### src/bdhs_pkg.sv
package bdhs_pkg;

    localparam int unsigned TICK_W = 32;
    localparam int unsigned PORT_W = 8;
    localparam int unsigned BIT_SEL_W = 3;
    localparam int unsigned CFG_IDX_W = 2;
    localparam int unsigned CFG_DATA_W = 32;

    // Register indexes on the configuration port
    localparam logic [CFG_IDX_W-1:0] CFG_INPUT_BIT = 2'd0;
    localparam logic [CFG_IDX_W-1:0] CFG_DEBOUNCE = 2'd1;
    localparam logic [CFG_IDX_W-1:0] CFG_HOLD = 2'd2;
    localparam logic [CFG_IDX_W-1:0] CFG_STUCK = 2'd3;

    // Reset values of the registers
    localparam logic [BIT_SEL_W-1:0] RST_INPUT_BIT = 3'd0;
    localparam logic [TICK_W-1:0] RST_DEBOUNCE = 32'd50;
    localparam logic [TICK_W-1:0] RST_HOLD = 32'd100;
    localparam logic [TICK_W-1:0] RST_STUCK = 32'd2000;

    typedef struct packed {
        logic [PORT_W-1:0] port_value;
        logic [TICK_W-1:0] now;
    } t_in_beat;

    typedef struct packed {
        logic toggle;
        logic pressed_seen;
        logic latched;
        logic hold;
        logic stuck;
    } t_out_beat;

    typedef struct packed {
        logic [BIT_SEL_W-1:0] input_bit;
        logic [TICK_W-1:0] debounce_ticks;
        logic [TICK_W-1:0] hold_ticks;
        logic [TICK_W-1:0] stuck_ticks;
    } t_cfg;

    typedef struct packed {
        logic latch;
        logic seen;
        logic toggle;
        logic hold;
        logic stuck;
        logic [TICK_W-1:0] stamp;
    } t_btn_state;

endpackage

### src/bdhs_step.sv
module bdhs_step (
    input  bdhs_pkg::t_cfg       i_cfg,
    input  bdhs_pkg::t_btn_state i_state,
    input  bdhs_pkg::t_in_beat   i_beat,
    output bdhs_pkg::t_btn_state o_state
);
    import bdhs_pkg::*;

    logic              pressed;
    logic [TICK_W-1:0] elapsed;
    logic              over_deb;
    logic              over_hold;
    logic              over_stuck;
    logic              ev_press;
    logic              ev_release;
    logic              ev_hold;
    logic              ev_stuck;

    // A press resets elapsed to zero, so hold and stuck cannot fire on the
    // same poll; all four events are therefore taken from the old state.
    assign pressed    = ~i_beat.port_value[i_cfg.input_bit];
    assign elapsed    = i_beat.now - i_state.stamp;
    assign over_deb   = elapsed > i_cfg.debounce_ticks;
    assign over_hold  = elapsed > i_cfg.hold_ticks;
    assign over_stuck = elapsed > i_cfg.stuck_ticks;

    assign ev_press   = pressed & ~i_state.latch & over_deb;
    assign ev_release = ~pressed & i_state.latch & over_deb;
    assign ev_hold    = pressed & i_state.latch & over_hold & ~over_stuck;
    assign ev_stuck   = pressed & i_state.latch & over_stuck;

    always_comb begin
        o_state        = i_state;
        o_state.toggle = i_state.toggle ^ (ev_press | ev_hold | ev_stuck);
        o_state.seen   = i_state.seen | ev_press;
        if (ev_press) begin
            o_state.latch = 1'b1;
            o_state.stamp = i_beat.now;
        end
        if (ev_release) begin
            o_state.latch = 1'b0;
            o_state.hold  = 1'b0;
            o_state.stuck = 1'b0;
            o_state.stamp = i_beat.now;
        end
        if (ev_hold) begin
            o_state.hold = 1'b1;
        end
        if (ev_stuck) begin
            o_state.hold  = 1'b0;
            o_state.stuck = 1'b1;
        end
    end

endmodule

### src/button_debounce_hold_stuck.sv
// Button debounce with toggle, long-press (hold) and stuck detection.
//
// Input channel: one beat per poll, the sampled port byte and the current
// value of a free-running 32-bit tick counter. The selected port bit is low
// while the button is pressed. Output channel: one beat per poll carrying
// toggle, pressed_seen, latched, hold and stuck as they stand after it.
// Both channels use valid/stall; a beat moves when valid is high and stall
// is low.
//
// From input accept to output valid: one input register, then the step logic
// (one 32-bit subtract and three compares) feeding the state and output
// registers. Throughput is one poll per clock unless the output stalls.
//
// Configuration: write enable, 2-bit index, 32-bit data; the user writes
// only when idle, unchecked. Indexes: input_bit, debounce/hold/stuck_ticks.
//
// Reset (synchronous, active low) clears all flags and the stamp, loads the
// register defaults and empties both stages. A stalled output freezes the
// output register and the input stage; input stall rises only when the
// input stage is full and cannot move on.
module button_debounce_hold_stuck (
    input  logic                                 i_clk,
    input  logic                                 i_rst_n,
    input  logic                                 i_cfg_wr_en,
    input  logic [bdhs_pkg::CFG_IDX_W-1:0]       i_cfg_idx,
    input  logic [bdhs_pkg::CFG_DATA_W-1:0]      i_cfg_data,
    input  logic                                 i_in_valid,
    output logic                                 o_in_stall,
    input  bdhs_pkg::t_in_beat                   i_in_data,
    output logic                                 o_out_valid,
    input  logic                                 i_out_stall,
    output bdhs_pkg::t_out_beat                  o_out_data
);
    import bdhs_pkg::*;

    t_cfg       r_cfg;
    t_btn_state r_st;
    t_btn_state n_st;
    t_in_beat   r_in;
    logic       r_in_vld;
    t_out_beat  r_out;
    logic       r_out_vld;

    logic       adv;    // output stage can take a new beat
    logic       in_acc;
    logic       fire;   // step logic commits this cycle

    assign adv    = ~r_out_vld | ~i_out_stall;
    assign fire   = r_in_vld & adv;
    assign o_in_stall = r_in_vld & ~adv;
    assign in_acc = i_in_valid & ~o_in_stall;

    // Configuration registers
    always_ff @(posedge i_clk) begin
        if (!i_rst_n) begin
            r_cfg.input_bit      <= RST_INPUT_BIT;
            r_cfg.debounce_ticks <= RST_DEBOUNCE;
            r_cfg.hold_ticks     <= RST_HOLD;
            r_cfg.stuck_ticks    <= RST_STUCK;
        end else if (i_cfg_wr_en) begin
            unique case (i_cfg_idx)
                CFG_INPUT_BIT: r_cfg.input_bit      <= i_cfg_data[BIT_SEL_W-1:0];
                CFG_DEBOUNCE:  r_cfg.debounce_ticks <= i_cfg_data[TICK_W-1:0];
                CFG_HOLD:      r_cfg.hold_ticks     <= i_cfg_data[TICK_W-1:0];
                CFG_STUCK:     r_cfg.stuck_ticks    <= i_cfg_data[TICK_W-1:0];
            endcase
        end
    end

    // Input stage
    always_ff @(posedge i_clk) begin
        if (!i_rst_n) begin
            r_in_vld <= 1'b0;
        end else if (adv | ~r_in_vld) begin
            r_in_vld <= i_in_valid;
        end
    end

    always_ff @(posedge i_clk) begin
        if (in_acc) begin
            r_in <= i_in_data;
        end
    end

    bdhs_step u_step (
        .i_cfg   (r_cfg),
        .i_state (r_st),
        .i_beat  (r_in),
        .o_state (n_st)
    );

    // Button state: updated once per poll as it leaves the input stage
    always_ff @(posedge i_clk) begin
        if (!i_rst_n) begin
            r_st <= '0;
        end else if (fire) begin
            r_st <= n_st;
        end
    end

    // Output register
    always_ff @(posedge i_clk) begin
        if (!i_rst_n) begin
            r_out_vld <= 1'b0;
        end else if (adv) begin
            r_out_vld <= r_in_vld;
        end
    end

    always_ff @(posedge i_clk) begin
        if (fire) begin
            r_out.toggle       <= n_st.toggle;
            r_out.pressed_seen <= n_st.seen;
            r_out.latched      <= n_st.latch;
            r_out.hold         <= n_st.hold;
            r_out.stuck        <= n_st.stuck;
        end
    end

    assign o_out_valid = r_out_vld;
    assign o_out_data  = r_out;

    // a stalled output beat stays put
    a_out_hold: assert property (@(posedge i_clk) disable iff (!i_rst_n)
        (o_out_valid && i_out_stall) |=> (o_out_valid && $stable(o_out_data)))
        else $error("stalled output beat changed");

    // hold or stuck only while a press is latched
    a_hold_needs_latch: assert property (@(posedge i_clk) disable iff (!i_rst_n)
        (r_st.hold || r_st.stuck) |-> r_st.latch)
        else $error("hold/stuck without latch");

    // pressed_seen is sticky once set
    a_seen_sticky: assert property (@(posedge i_clk) disable iff (!i_rst_n)
        r_st.seen |=> r_st.seen)
        else $error("pressed_seen cleared");

    // state only moves when a poll commits
    a_state_quiet: assert property (@(posedge i_clk) disable iff (!i_rst_n)
        !fire |=> $stable(r_st))
        else $error("state changed without a poll");

    // a committed poll always shows up at the output
    a_fire_out: assert property (@(posedge i_clk) disable iff (!i_rst_n)
        fire |=> r_out_vld)
        else $error("poll lost on the way out");

endmodule

### config.mk
export PLATFORM = sky130hd
export DESIGN_NAME = button_debounce_hold_stuck
export DESIGN_NICKNAME = d
export VERILOG_FILES = /design/src/bdhs_pkg.sv /design/src/bdhs_step.sv /design/src/button_debounce_hold_stuck.sv
export SDC_FILE = /design/constraint.sdc
export NUM_CORES = 1
export LEC_CHECK = 0
export ABC_AREA = 1
export BUFFER_PORTS_ARGS = -buffer_cell sky130_fd_sc_hd__buf_2
export CELL_PAD_IN_SITES_DETAIL_PLACEMENT = 0
export CELL_PAD_IN_SITES_GLOBAL_PLACEMENT = 2
export CORE_UTILIZATION = 37
export CTS_BUF_LIST = sky130_fd_sc_hd__clkbuf_4
export CTS_CLUSTER_SIZE = 14
export DETAILED_ROUTE_END_ITERATION = 10
export PLACE_DENSITY_LB_ADDON = 0.2
export SYNTH_ARGS = -nofsm -noshare
export SYNTH_HDL_FRONTEND = slang
export SYNTH_SLANG_ARGS = --single-unit
### constraint.sdc
create_clock -name i_clk -period 4 [get_ports i_clk]
set_input_delay 0.4 -clock i_clk [delete_from_list [all_inputs] [get_ports i_clk]]
set_output_delay 0.4 -clock i_clk [all_outputs]
set_load 0.01 [all_outputs]
# Word-level counts from Yosys, hierarchy flattened
# Cells that the tools add are included.
[word_totals]
reg_bits = 183
in_bits = 79
output_inout_bits = 7
elab_cells = 67
[op_classes]
add_sub_neg = 1
n_lt_le_gt_ge = 4
n_eq_ne = 3
muxes = 8
bitwise = 25
n_reduce_logical = 7
[ops]
columns = ["op", "count"]
rows = [
  ["$gt A32 B32 Y1", 3],
  ["$mux W34", 1],
  ["$mux W32", 1],
  ["$sub A32 B32 Y32", 1],
  ["$and A1 B1 Y1", 11],
  ["$reduce_and A2 Y1", 5],
  ["$not A1 Y1", 8],
  ["$or A1 B1 Y1", 5],
  ["$eq A2 B2 Y1 const B", 2],
  ["$lt A3 B4 Y1 const B", 1],
  ["$mux W1", 4],
  ["$bmux W1 S3", 1],
  ["$eq A2 B1 Y1 const B", 1],
  ["$logic_not A2 Y1", 1],
  ["$mux W2", 1],
  ["$reduce_bool A2 Y1", 1],
  ["$xor A1 B1 Y1", 1],
]

# Logic depth before layout (Yosys ltp)
[depth]
depth_word = 9
mapped_depth = 30
mapped_depth_nobuf = 30

# Hierarchy
# From an unflattened synthesis, not the netlist that was laid out.
[hier_totals]
hier_cells = 1760
area_unflattened_um2 = 11947.7
[by_module_without_submodules]
columns = ["module", "instances", "cells_each", "area_per_inst_um2", "seq_area_each_um2"]
rows = [
  ["button_debounce_hold_stuck", 1, 875, 6980.4, 4113.9],
  ["bdhs_step", 1, 885, 4967.3, 0.0],
]

# Worst setup path after synthesis
# Ideal clock, no wire load.
[synth_path]
kind = "reg2reg"
start = "register r_in[0] (netlist name)"
end = "register r_st[31] (netlist name)"
setup_time_ns = 0.113
arrival_time_ns = 3.467
t_required_ns = 3.887
path_slack_ns = 0.420
stages_incl_launch_ff = 28
n_path_buf = 1
period_less_slack_ns = 3.580
cell_sequence = "edfxtp_1 -> inv_1 -> ha_1 -> inv_1 -> fa_1 -> nand3_1 -> nand2_1 -> nand3_1 -> nand2_1 -> nand2_1 -> nand2_1 -> a21boi_1 -> inv_1 -> a21oi_1 -> xnor2_1 -> ha_1 -> nand2_1 -> nor2_2 -> nand4_2 -> nor2_4 -> nand2_2 -> a21boi_4 -> nand2_4 -> nand2_4 -> nand2_8 -> buf_6 -> nor2_2 -> nor2_1"
[synth_via]
elab_chain_len = 5
elab_cells_between_ends = 7
classes_between = "1 x add/sub; 1 x order compare; 1 x mux; 2 x bitwise; 2 x reduce/logical"
[synth_rtl]
columns = ["item", "line_no", "source"]
rows = [
  ["from (decl)", "button_debounce_hold_stuck.sv:39", "t_in_beat r_in;"],
  ["from (signal assigned)", "button_debounce_hold_stuck.sv:81", "r_in <= i_in_data;"],
  ["$sub A32 B32 Y32 *", "bdhs_step.sv:22", "assign elapsed = i_beat.now - i_state.stamp;"],
  ["$gt A32 B32 Y1 *", "bdhs_step.sv:23", "assign over_deb = elapsed > i_cfg.debounce_ticks;"],
  ["$and A1 B1 Y1 (on tied branches)", "bdhs_step.sv:28, bdhs_step.sv:27", ""],
  ["$reduce_bool A2 Y1 (no source line)", "--", ""],
  ["$reduce_and A2 Y1 (no source line)", "--", ""],
  ["to (signal assigned)", "button_debounce_hold_stuck.sv:97", "r_st <= n_st;"],
  ["to (decl)", "button_debounce_hold_stuck.sv:37", "t_btn_state r_st;"],
]
# Every way passes the cells marked *; elsewhere a longest branch is shown, timed or not.
# A chain may end at the register's enable or synchronous reset.

# Worst setup path after layout
[layout_path]
start = "register r_in[0] (netlist name)"
end = "register r_st[29] (netlist name)"
# Same word-level chain as after synthesis.

==> flow_metrics.tcl <==
set metrics [dict create \
    crit_top_cell "nand2_2" \
    vdd_drop_max_v 0.000219 \
    violations "negative setup slack" \
    fin_hold_ws_ps 57.9 \
    tns_ps -807 \
    report.final.slew_viol_count 0 \
    crit_path_end_kind "flip-flop" \
    cp_slowest_stage_delay_ps 420 \
    yosysMostFrequentCell "inv_1" \
    finalNetCount 1741 \
    fmax_ghz 0.245 \
    wl_mm 29.3 \
    crit_type "flip-flop to flip-flop" \
    synthCells 1329 \
    fin_total_pwr_w 0.00548 \
    drtAntennaViolNets 0 \
    synth.distinct_cells 48 \
    post-route-util 0.478 \
    h-tree-depth 4 \
    multiInputGateArea_mm2 0.00603 \
    cts.sink_count 183 \
    path_max_fanout 6 \
    fin_crit_sh 1.02 \
    cp_num_buf_inv 7 \
    drive_gt1_frac 0.224 \
    hold_class "input pin to flip-flop" \
    cts_tree "built" \
    crit_family "simple AND/OR/NAND/NOR gates" \
    die-area_mm2 0.0294 \
    cts_inserted_buffers 17 \
    rsz0062_at_grt "yes" \
    ys_warn_count 0 \
    first_global_vias 8775 \
    maxCapViolations 0 \
    numPortBuffers 85 \
    antenna_found_initial 1 \
    place_inst 1824 \
    clkTransAtPathRegs_ps 170 \
    synth_flop_cell "dfxtp_1" \
    cts_root_buf "clkbuf_4" \
    drc 0 \
    worst_slack_ps -76.7 \
    cp-start-kind "flip-flop" \
    globalplace.congestion 0.838 \
    final_hold_viol_count 0 \
    p_leak_nw 5.73 \
    worst_pin_slew_ps 1160 \
    clk_latency_ps 600 \
    p_per_area_mw_per_mm2 409 \
    clk_path_buf_depth 2 \
    io_pins 86 \
    async_reset_ff_frac 0 \
    vias 9208 \
    status "complete, but fails checks" \
    final_cells 1927 \
    arrival_ps 4530 \
    die_h_um 171 \
    wl_per_cell_um 15.2 \
    slew_headroom 0.227 \
    fillCellCount 2807 \
    seq_area_mm2 0.00411 \
    synth_top_area_frac 0.260 \
    start_util 0.379 \
    drtIter0Drc 480 \
    synth_edf_count 45 \
    syn_area_per_cell_um2 7.99 \
    yosysSeqAreaShare 0.387 \
    yosys-top-cells-count "194 x inv_1, 185 x nand2_1, 169 x a21oi_1" \
    first_pass_iters 5 \
    grt_util_all_layers 0.199 \
    synth_area_mm2 0.0106 \
    synth-seq-cells 183 \
    dp_hpwl_mm 21.4 \
    grt_overflow 0 \
    synth_area_leaders "dfxtp_1 26%, ha_1 15%, edfxtp_1 13%" \
    synth_top_area_cell "dfxtp_1" \
    areaGrowthSynthToFinish_pct 26.1 \
    setup_violations 15 \
    core_mm2 0.0280 \
    fin_crit_ps 4080 \
    dieWidth_um 171 \
    cpMaxStageDelayCell "edfxtp_1" \
    grt_pass1_wl_mm 45.1 \
    required_ps 4460 \
    grt_max_degree 122 \
    viasPerCell 4.78 \
    syn_nets 1536 \
    clock_skew_ps 35.8 \
    rows 61 \
]
registers in the layout, indices dropped and copies added, names as in the netlist:
| name | count |
|---|---|
| o_out_data | 5 |
| o_out_valid | 1 |
| r_cfg | 99 |
| r_in | 40 |
| r_in_vld | 1 |
| r_st | 37 |
cells by family after synthesis:
logic type | after synthesis | share of synthesized area
AOI/OAI and AO/OA | 364 | 0.183
xor gates and xnor gates | 29 | 0.0239
adders and majority gates | 128 | 0.151
buffers and inverters | 236 | 0.0886
DFF | 183 | 0.387
and+or+nand+nor | 389 | 0.165
cell type report:
| type | instances | area share |
|---|---|---|
| tap | 378 | 0.0353 |
| sequential | 183 | 0.307 |
| clock buffer | 19 | 0.0107 |
| antenna | 2 | 0.000374 |
| multi-input combinational | 910 | 0.450 |
| timing repair buffer | 224 | 0.128 |
| inverter | 198 | 0.0557 |
| clock inverter | 13 | 0.0121 |
path summary, 6_finish.rpt:
path | slack (ps) | from | to | cells after the start
worst max-delay path | -80 | r_in[0] | r_st[29] | 30
worst min-delay path | 60 | i_cfg_data[10] | r_cfg[10] | 3
worst max register to register | -80 | r_in[0] | r_st[29] | 30
worst min register to register | 470 | r_st[35] | r_st[35] | 2
power breakdown:
part,switching (W),leakage [nW],internal (W)
Combinational,0.00128,4.00,0.000974
Sequential,0.0000516,1.57,0.00202
Clock,0.000753,0.161,0.000407
worst register-to-register path, delay by kind of cell (launching register included):
kind | cells | cell delay (ps)
buffers and inverters | 7 | 770
AOI/OAI and AO/OA | 4 | 530
and+or+nand+nor | 15 | 1310
xor gates and xnor gates | 1 | 110
DFF | 1 | 420
adders and majority gates | 3 | 840
through the flow:
stage,worst slack [ps],instance area (um^2)
detailed placement,-54.7,11900
global route,-267,13400
finish,-76.7,13400
floorplan,420,10600
CTS,2.85,12700
global placement,-5.49,11900
routing by layer:
layer,part of all wire,vias to the layer above,GRT usage,routed length [um]
li1,-,4831,-,-
met1,0.50,4220,0.276,14700
met2,0.46,131,0.329,13500
met3,0.027,26,0.0253,784
met4,0.012,0,0.0419,345
met5,0,-,0,0
placed cells by master (no fill, tap or decap), drive strengths merged, types with 2 or more instances in the layout:
master and count:
inv 203, nand2 193, buf 176, a21oi 173, o21ai 152, dfxtp 138
nor2 138, ha 127, edfxtp 45, dlygate4sd3 44, nand3 35, clkbuf 23
xor2 22, nand4 15, o211ai 7, xnor2 7, a21o 6, o21a 6
a31oi 6, nor3 6, o21bai 5, a21boi 4, clkinv 4, diode 2
a221oi 2, o221ai 2, bufinv 2, clkinvlp 2
what timing repair did:
action                                 4_1_cts  5_1_grt
pin swaps                                    2       64
hold buffers                                44        0
buffers inserted                             2       22
resized for setup                           10      101
gates cloned                                 0        4
endpoints found under the hold margin       46        0
setup endpoints to repair                   34       42
Note: power is estimated with default switching activity, not from simulation.
